[src/hdl/jsu_pkg.sv]
// shared types, character codes and decode helpers for the json string unescaper
package jsu_pkg;

  typedef enum logic [1:0] {
    MODE_WAIT = 2'd0,
    MODE_TEXT = 2'd1,
    MODE_ESC  = 2'd2,
    MODE_HEX  = 2'd3
  } mode_t;

  localparam logic [7:0] CH_QUOTE = 8'h22;
  localparam logic [7:0] CH_BSLASH = 8'h5C;
  localparam logic [7:0] CH_SPACE = 8'h20;
  localparam logic [7:0] CH_TAB = 8'h09;
  localparam logic [7:0] CH_LF = 8'h0A;
  localparam logic [7:0] CH_CR = 8'h0D;
  localparam logic [7:0] CH_U = 8'h75;

  localparam logic [15:0] UTF8_LIM1 = 16'h0080;
  localparam logic [15:0] UTF8_LIM2 = 16'h0800;
  localparam logic [7:0] UTF8_LEAD2 = 8'hC0;
  localparam logic [7:0] UTF8_LEAD3 = 8'hE0;
  localparam logic [7:0] UTF8_CONT = 8'h80;
  localparam logic [5:0] UTF8_MASK = 6'h3F;

  typedef struct packed {
    mode_t       mode;
    logic [1:0]  hex_count;
    logic [15:0] code_point;
  } state_t;

  // results caused by one request, bytes[0] goes out first
  typedef struct packed {
    logic [2:0][7:0] bytes;
    logic [1:0]      cnt;
    logic            bval;
    logic            str_end;
    logic            bad;
  } burst_t;

  function automatic logic [3:0] hex_value(input logic [7:0] c);
    logic [3:0] v;
    v = 4'd0;
    if (c inside {[8'h30:8'h39]}) v = c[3:0];
    else if (c inside {[8'h61:8'h66], [8'h41:8'h46]}) v = c[3:0] + 4'd9;
    return v;
  endfunction

  function automatic logic [7:0] escape_map(input logic [7:0] c);
    logic [7:0] v;
    case (c)
      8'h62:   v = 8'h08;
      8'h66:   v = 8'h0C;
      8'h6E:   v = 8'h0A;
      8'h72:   v = 8'h0D;
      8'h74:   v = 8'h09;
      default: v = c;
    endcase
    return v;
  endfunction

endpackage

[src/hdl/jsu_decode.sv]
// one-step decode of a source byte into next parser state and up to three results
module jsu_decode import jsu_pkg::*; (
  input  state_t     cur,
  input  logic [7:0] in_byte,
  input  logic       source_end,
  output state_t     nxt,
  output burst_t     burst
);

  logic [15:0]     cp_new;
  logic [2:0][7:0] b;
  logic [1:0]      n;
  logic            fin;
  logic            bad;

  assign cp_new = {cur.code_point[11:0], hex_value(in_byte)};

  always_comb begin
    nxt = cur;
    b   = '0;
    n   = 2'd0;
    fin = 1'b0;
    bad = 1'b0;
    case (cur.mode)
      MODE_WAIT: begin
        if (in_byte == CH_QUOTE) begin
          if (source_end) fin = 1'b1;
          else nxt.mode = MODE_TEXT;
        end else if (in_byte inside {CH_SPACE, CH_TAB, CH_LF, CH_CR}) begin
          bad = source_end;
        end else begin
          bad = 1'b1;
        end
      end
      MODE_TEXT: begin
        if (in_byte == CH_QUOTE) begin
          fin = 1'b1;
        end else if (in_byte == CH_BSLASH) begin
          if (source_end) fin = 1'b1;
          else nxt.mode = MODE_ESC;
        end else begin
          b[0] = in_byte;
          n    = 2'd1;
          fin  = source_end;
        end
      end
      MODE_ESC: begin
        if (in_byte == CH_U) begin
          if (source_end) begin
            n   = 2'd1;
            fin = 1'b1;
          end else begin
            nxt.mode       = MODE_HEX;
            nxt.hex_count  = 2'd0;
            nxt.code_point = '0;
          end
        end else begin
          b[0] = escape_map(in_byte);
          n    = 2'd1;
          if (source_end) fin = 1'b1;
          else nxt.mode = MODE_TEXT;
        end
      end
      MODE_HEX: begin
        nxt.code_point = cp_new;
        if (cur.hex_count == 2'd3 || source_end) begin
          if (cp_new < UTF8_LIM1) begin
            b[0] = cp_new[7:0];
            n    = 2'd1;
          end else if (cp_new < UTF8_LIM2) begin
            b[0] = UTF8_LEAD2 | {3'b000, cp_new[10:6]};
            b[1] = UTF8_CONT | {2'b00, cp_new[5:0] & UTF8_MASK};
            n    = 2'd2;
          end else begin
            b[0] = UTF8_LEAD3 | {4'b0000, cp_new[15:12]};
            b[1] = UTF8_CONT | {2'b00, cp_new[11:6] & UTF8_MASK};
            b[2] = UTF8_CONT | {2'b00, cp_new[5:0] & UTF8_MASK};
            n    = 2'd3;
          end
          nxt.hex_count  = 2'd0;
          nxt.code_point = '0;
          if (source_end) fin = 1'b1;
          else nxt.mode = MODE_TEXT;
        end else begin
          nxt.hex_count = cur.hex_count + 2'd1;
        end
      end
      default: nxt = cur;
    endcase
    if (fin || bad) begin
      nxt.mode       = MODE_WAIT;
      nxt.hex_count  = 2'd0;
      nxt.code_point = '0;
    end
  end

  always_comb begin
    burst.bytes   = b;
    burst.bval    = (n != 2'd0);
    burst.cnt     = (n != 2'd0) ? n : {1'b0, fin | bad};
    burst.str_end = fin;
    burst.bad     = bad;
  end

endmodule

[src/hdl/json_string_unescaper.sv]
// top level: json string unescaper with stream input and result channels
// source text enters one byte per request on in_tdata, in_tlast marks the
// final source byte. each byte is decoded in the cycle it is accepted and
// its results (zero to three) are loaded into a result register; they leave
// on the out_ channel one per cycle while ready, out_tlast on a byte's last.
// out_tuser carries byte_valid, string_end and not_string.
// the first result of a byte is presented in the cycle after it is accepted.
// throughput: one byte per cycle while each byte yields at most one result and
// out_tready is high; a byte with more results holds in_tready low until its
// last result is being taken, the single result register draining one entry
// per cycle while out_tready is high. in_tready is high while the register is
// empty or its last entry is being taken, so a silent byte (whitespace, an
// opening quote, backslash, non-final hex digit) never stalls the input.
// reset (rst_n low, synchronous) drops pending results and returns the
// parser to waiting for an opening quote.
// a stalled receiver holds the current result and, once the register is
// full, holds in_tready low; no result is lost.
module json_string_unescaper import jsu_pkg::*; (
  input  logic       clk,
  input  logic       rst_n,
  input  logic       in_tvalid,
  output logic       in_tready,
  input  logic [7:0] in_tdata,   // in_byte
  input  logic       in_tlast,   // source_end
  output logic       out_tvalid,
  input  logic       out_tready,
  output logic [7:0] out_tdata,  // out_byte
  output logic [2:0] out_tuser,  // byte_valid, string_end, not_string
  output logic       out_tlast   // run_last
);

  state_t     state_r, state_nxt;
  burst_t     burst_r, burst_nxt;
  logic [1:0] rem_r, rem_nxt;
  logic [1:0] idx_r, idx_nxt;
  state_t     dec_state;
  burst_t     dec_burst;
  logic       in_fire;
  logic       out_fire;
  logic       is_last;
  logic [7:0] cur_byte;

  jsu_decode u_decode (
    .cur        (state_r),
    .in_byte    (in_tdata),
    .source_end (in_tlast),
    .nxt        (dec_state),
    .burst      (dec_burst)
  );

  assign is_last   = (rem_r == 2'd1);
  assign in_tready = (rem_r == 2'd0) || (is_last && out_tready);
  assign in_fire   = in_tvalid && in_tready;
  assign out_fire  = out_tvalid && out_tready;

  always_comb begin
    state_nxt = state_r;
    burst_nxt = burst_r;
    rem_nxt   = rem_r;
    idx_nxt   = idx_r;
    if (in_fire) begin
      state_nxt = dec_state;
      burst_nxt = dec_burst;
      rem_nxt   = dec_burst.cnt;
      idx_nxt   = 2'd0;
    end else if (out_fire) begin
      rem_nxt = rem_r - 2'd1;
      idx_nxt = idx_r + 2'd1;
    end
  end

  always_ff @(posedge clk) begin
    if (!rst_n) begin
      state_r <= '{mode: MODE_WAIT, hex_count: 2'd0, code_point: 16'd0};
      rem_r   <= 2'd0;
      idx_r   <= 2'd0;
    end else begin
      state_r <= state_nxt;
      rem_r   <= rem_nxt;
      idx_r   <= idx_nxt;
    end
  end

  always_ff @(posedge clk) begin
    burst_r <= burst_nxt;
  end

  always_comb begin
    case (idx_r)
      2'd0:    cur_byte = burst_r.bytes[0];
      2'd1:    cur_byte = burst_r.bytes[1];
      2'd2:    cur_byte = burst_r.bytes[2];
      default: cur_byte = 8'h00;
    endcase
  end

  assign out_tvalid = (rem_r != 2'd0);
  assign out_tdata  = cur_byte;
  assign out_tlast  = is_last;
  assign out_tuser  = {burst_r.bad, burst_r.str_end && is_last, burst_r.bval};

  a_rem_range: assert property (@(posedge clk) disable iff (!rst_n)
    rem_r != 2'd3 || idx_r == 2'd0)
    else $error("result register count and index disagree");

  a_load_shows: assert property (@(posedge clk) disable iff (!rst_n)
    (in_fire && dec_burst.cnt != 2'd0) |=> out_tvalid)
    else $error("loaded results not presented");

  a_bad_form: assert property (@(posedge clk) disable iff (!rst_n)
    (out_tvalid && out_tuser[2]) |-> (!out_tuser[0] && !out_tuser[1] && out_tlast))
    else $error("not_string result malformed");

  a_end_last: assert property (@(posedge clk) disable iff (!rst_n)
    (out_tvalid && out_tuser[1]) |-> out_tlast)
    else $error("string_end off the last result of a byte");

  a_ready_empty: assert property (@(posedge clk) disable iff (!rst_n)
    (rem_r >= 2'd2) |-> !in_tready)
    else $error("input taken while results still queued");

endmodule
[config.mk]
export PLATFORM = sky130hd
export DESIGN_NAME = json_string_unescaper
export DESIGN_NICKNAME = d
export VERILOG_FILES = /design/src/hdl/jsu_pkg.sv /design/src/hdl/jsu_decode.sv /design/src/hdl/json_string_unescaper.sv
export SDC_FILE = /design/constraint.sdc
export NUM_CORES = 1
export LEC_CHECK = 0
export CAP_MARGIN = 20
export CELL_PAD_IN_SITES_DETAIL_PLACEMENT = 1
export CELL_PAD_IN_SITES_GLOBAL_PLACEMENT = 1
export CORE_MARGIN = 4
export CORE_UTILIZATION = 24
export CTS_CLUSTER_SIZE = 12
export DETAILED_ROUTE_END_ITERATION = 6
export DONT_BUFFER_PORTS = 1
export GPL_ROUTABILITY_DRIVEN = 1
export MAX_ROUTING_LAYER = met4
export PLACE_DENSITY = 0.48
export SLEW_MARGIN = 10
export SYNTH_ARGS = -nofsm -noshare
export SYNTH_HDL_FRONTEND = slang
export SYNTH_SLANG_ARGS = --single-unit
[constraint.sdc]
create_clock -name clk -period 5.6 [get_ports clk]
set_input_delay 0.28 -clock clk [delete_from_list [all_inputs] [get_ports clk]]
set_output_delay 0.28 -clock clk [all_outputs]
set_load 0.05 [all_outputs]
==> run summary <==
RSZ-0062 raised after global routing: no
Initial antenna violation count: 0
Post-DP HPWL: 6710 µm
Worst setup SP type: flip-flop
Worst-Skew Late Latency: 280 ps
Register area: 1151 µm²
DRC viols: 0
Synth top area share: 0.2541
Clock buffer depth: 2
Routed WL: 9058 µm
Port Buffers: 0
Fin crit share: 0.5417
# setup viols final: 0
Overflow after GRT: 0
Fin area: 3204 µm²
Reg clk slew, reported paths: 70 ps
Maximum clock rate: 329.7 MHz
Gp weighted congestion: 0.7570
Post-cts sizing count: 0
FF+latch count, synth: 45
Std cell rows: 40
Max-Cap Viols: 0
Most used flip-flop cell after synthesis: edfxtp_1
Post-DP Area: 3029 µm²
Total track usage: 0.1337
Arr. time, crit path: 3230 ps
Post-synth EDFFs: 25
Top post-synthesis cells by area: edfxtp_1 25%, dfxtp_1 14%, ha_1 6.8%
Req. time, crit path: 5790 ps
Count leader, synth: inv_1
Initial DRC Count: 188
Synth Warn #: 0
Die area: 14150 µm²
Final WS setup: 2567 ps
Part of the Yosys area used for sequential elements: 0.3897
Total number of vias: 2498
FILL cells: 1408
Die height: 118.9 µm
Crit-path max FO: 13
Layer with the highest usage: met2
CORE AREA: 12010 µm²
Syn nets: 353
Synth cell count leaders: 37 x inv_1, 35 x nor2_1, 25 x edfxtp_1
Status: complete, no violations
Worst-Margin Slew: 893.2 ps
Hold slack: 121.4 ps
Final Skew: 4.123 ps
Setup Crit Path Kind: reg -> reg
PD cells: 294.2 nW/µm²
H-tree levels: 2
Mapped Area: 2954 µm²
Fin Setup TNS: 0 ps
Area Overhead vs Synth: 8.471%
First-pass GRT wire length: 14970 µm
Final ANT Viol Nets: 0
Top cell type by total area after synthesis: edfxtp_1
Post-synthesis async set-or-reset flop share: 0
Post-DR wirelength/cell: 19.61 µm
Starting Density: 0.2459
I/O pin total: 27
TritonCTS Buffers: 5
M3 GR Usage: 0.02422
Die X: 118.9 µm
Vias in the first global route: 2632
Slew Limit Fails: 0
Worst relative slew slack: 0.4023
Final Hold Viols: 0
Max VDD drop: 133.7 µV
Largest net degree at the start of global routing: 28
Via/cell ratio: 5.407
Post-CTS Setup Bufs: 0
Dpl ws: 2573 ps
Fraction of layout cells with a size suffix above 1: 0.06349
CTS root buf: clkbuf_16
Antenna cells: 0
# nets final: 343
First-pass DRT Iterations: 4
CTS Sinks: 45
Worst Hold Class: in -> reg
Grt met1 use: 0.1752
Multi-input logic area: 1540 µm²
Distinct cell type count after synthesis: 59
Leak pwr: 1.092 nW
Post-CTS Hold Buffers: 0
CTS tree: built
Post-layout min period: 3033 ps
CP endpoint kind: flip-flop
Syn avg cell area: 9.118 µm²
PnR Total Power: 0.9429 mW
Met2 usage: 0.2224
Synth Instances: 324
## metrics by stage
stage	cells	util
3_3_place_gp	453	0.2522
3_5_place_dp	453	0.2522
5_1_grt	462	0.2668
2_1_floorplan	324	-
6_report	462	0.2668
4_1_cts	461	0.2661
## per-layer routing
layer	part of all wire	up-vias
li1	-	1207
met1	0.48	1246
met2	0.49	40
met3	0.031	5
met4	0.0059	0
met5	0	-
## state kept, by name (all words and copies together), names as in the netlist
name	count
burst_r	23
state_r	16
idx_r	2
out_tuser	2
rem_r	2
## kinds of logic (layout without fill, tap and decap cells)
logic type / count (synthesis) / after routing / synth area share
AO/OA/AOI/OAI: 103 / 103 / 0.2584
XOR/XNOR: 1 / 1 / 0.002965
adder cells (fa/ha/maj): 16 / 16 / 0.06777
buffers and inverters: 57 / 48 / 0.08894
flip-flops: 45 / 45 / 0.3897
AND/OR/NAND/NOR: 102 / 102 / 0.1923
## layout by cell type (no fill, tap or decap), types with 5 or more instances in the layout
master,instances
clkbuf_16,5
ha_1,16
inv_1,37
a31oi_1,6
dfxtp_1,20
nand2_1,12
o21ai_0,12
nor2b_1,5
and2_1,6
edfxtp_1,25
a21oi_1,17
nor3_1,7
o32ai_1,17
nand3_1,9
a222oi_1,7
nor2_1,35
a211oi_1,9
## where the power goes
part / total (mW) / internal [mW] / switching [mW]
clock network: 0.339 / 0.212 / 0.128
logic: 0.206 / 0.0429 / 0.163
registers: 0.398 / 0.383 / 0.0154
## final timing paths
kind,start,endpoint,slack [ps],depth (start not counted)
worst min register to register,state_r[11]$_SDFFE_PN0P_,state_r[11]$_SDFFE_PN0P_,490,2
worst min-delay path,rst_n,rem_r[1]$_SDFFE_PN0P_,120,1
worst max-delay path,rem_r[0]$_SDFFE_PN0P_,state_r[10]$_SDFFE_PN0P_,2570,6
worst max register to register,rem_r[0]$_SDFFE_PN0P_,state_r[10]$_SDFFE_PN0P_,2570,6
## worst max-delay path, stage by stage (launching register included)
cell and delay (ps):
dfxtp_1 390, ha_1 550, a21o_1 500, nand2_1 290, nor4_1 400, nand3_1 530
o32ai_1 270
## layout make-up
type,instances,share of cell area
Multi-Input combinational cell,222,0.4807
Timing Repair Buffer,3,0.007029
Inverter,37,0.04334
Sequential cell,45,0.3592
Tap cell,147,0.05740
Clock inverter,2,0.01210
Clock buffer,6,0.04022
(Power assumes the default switching activity.)
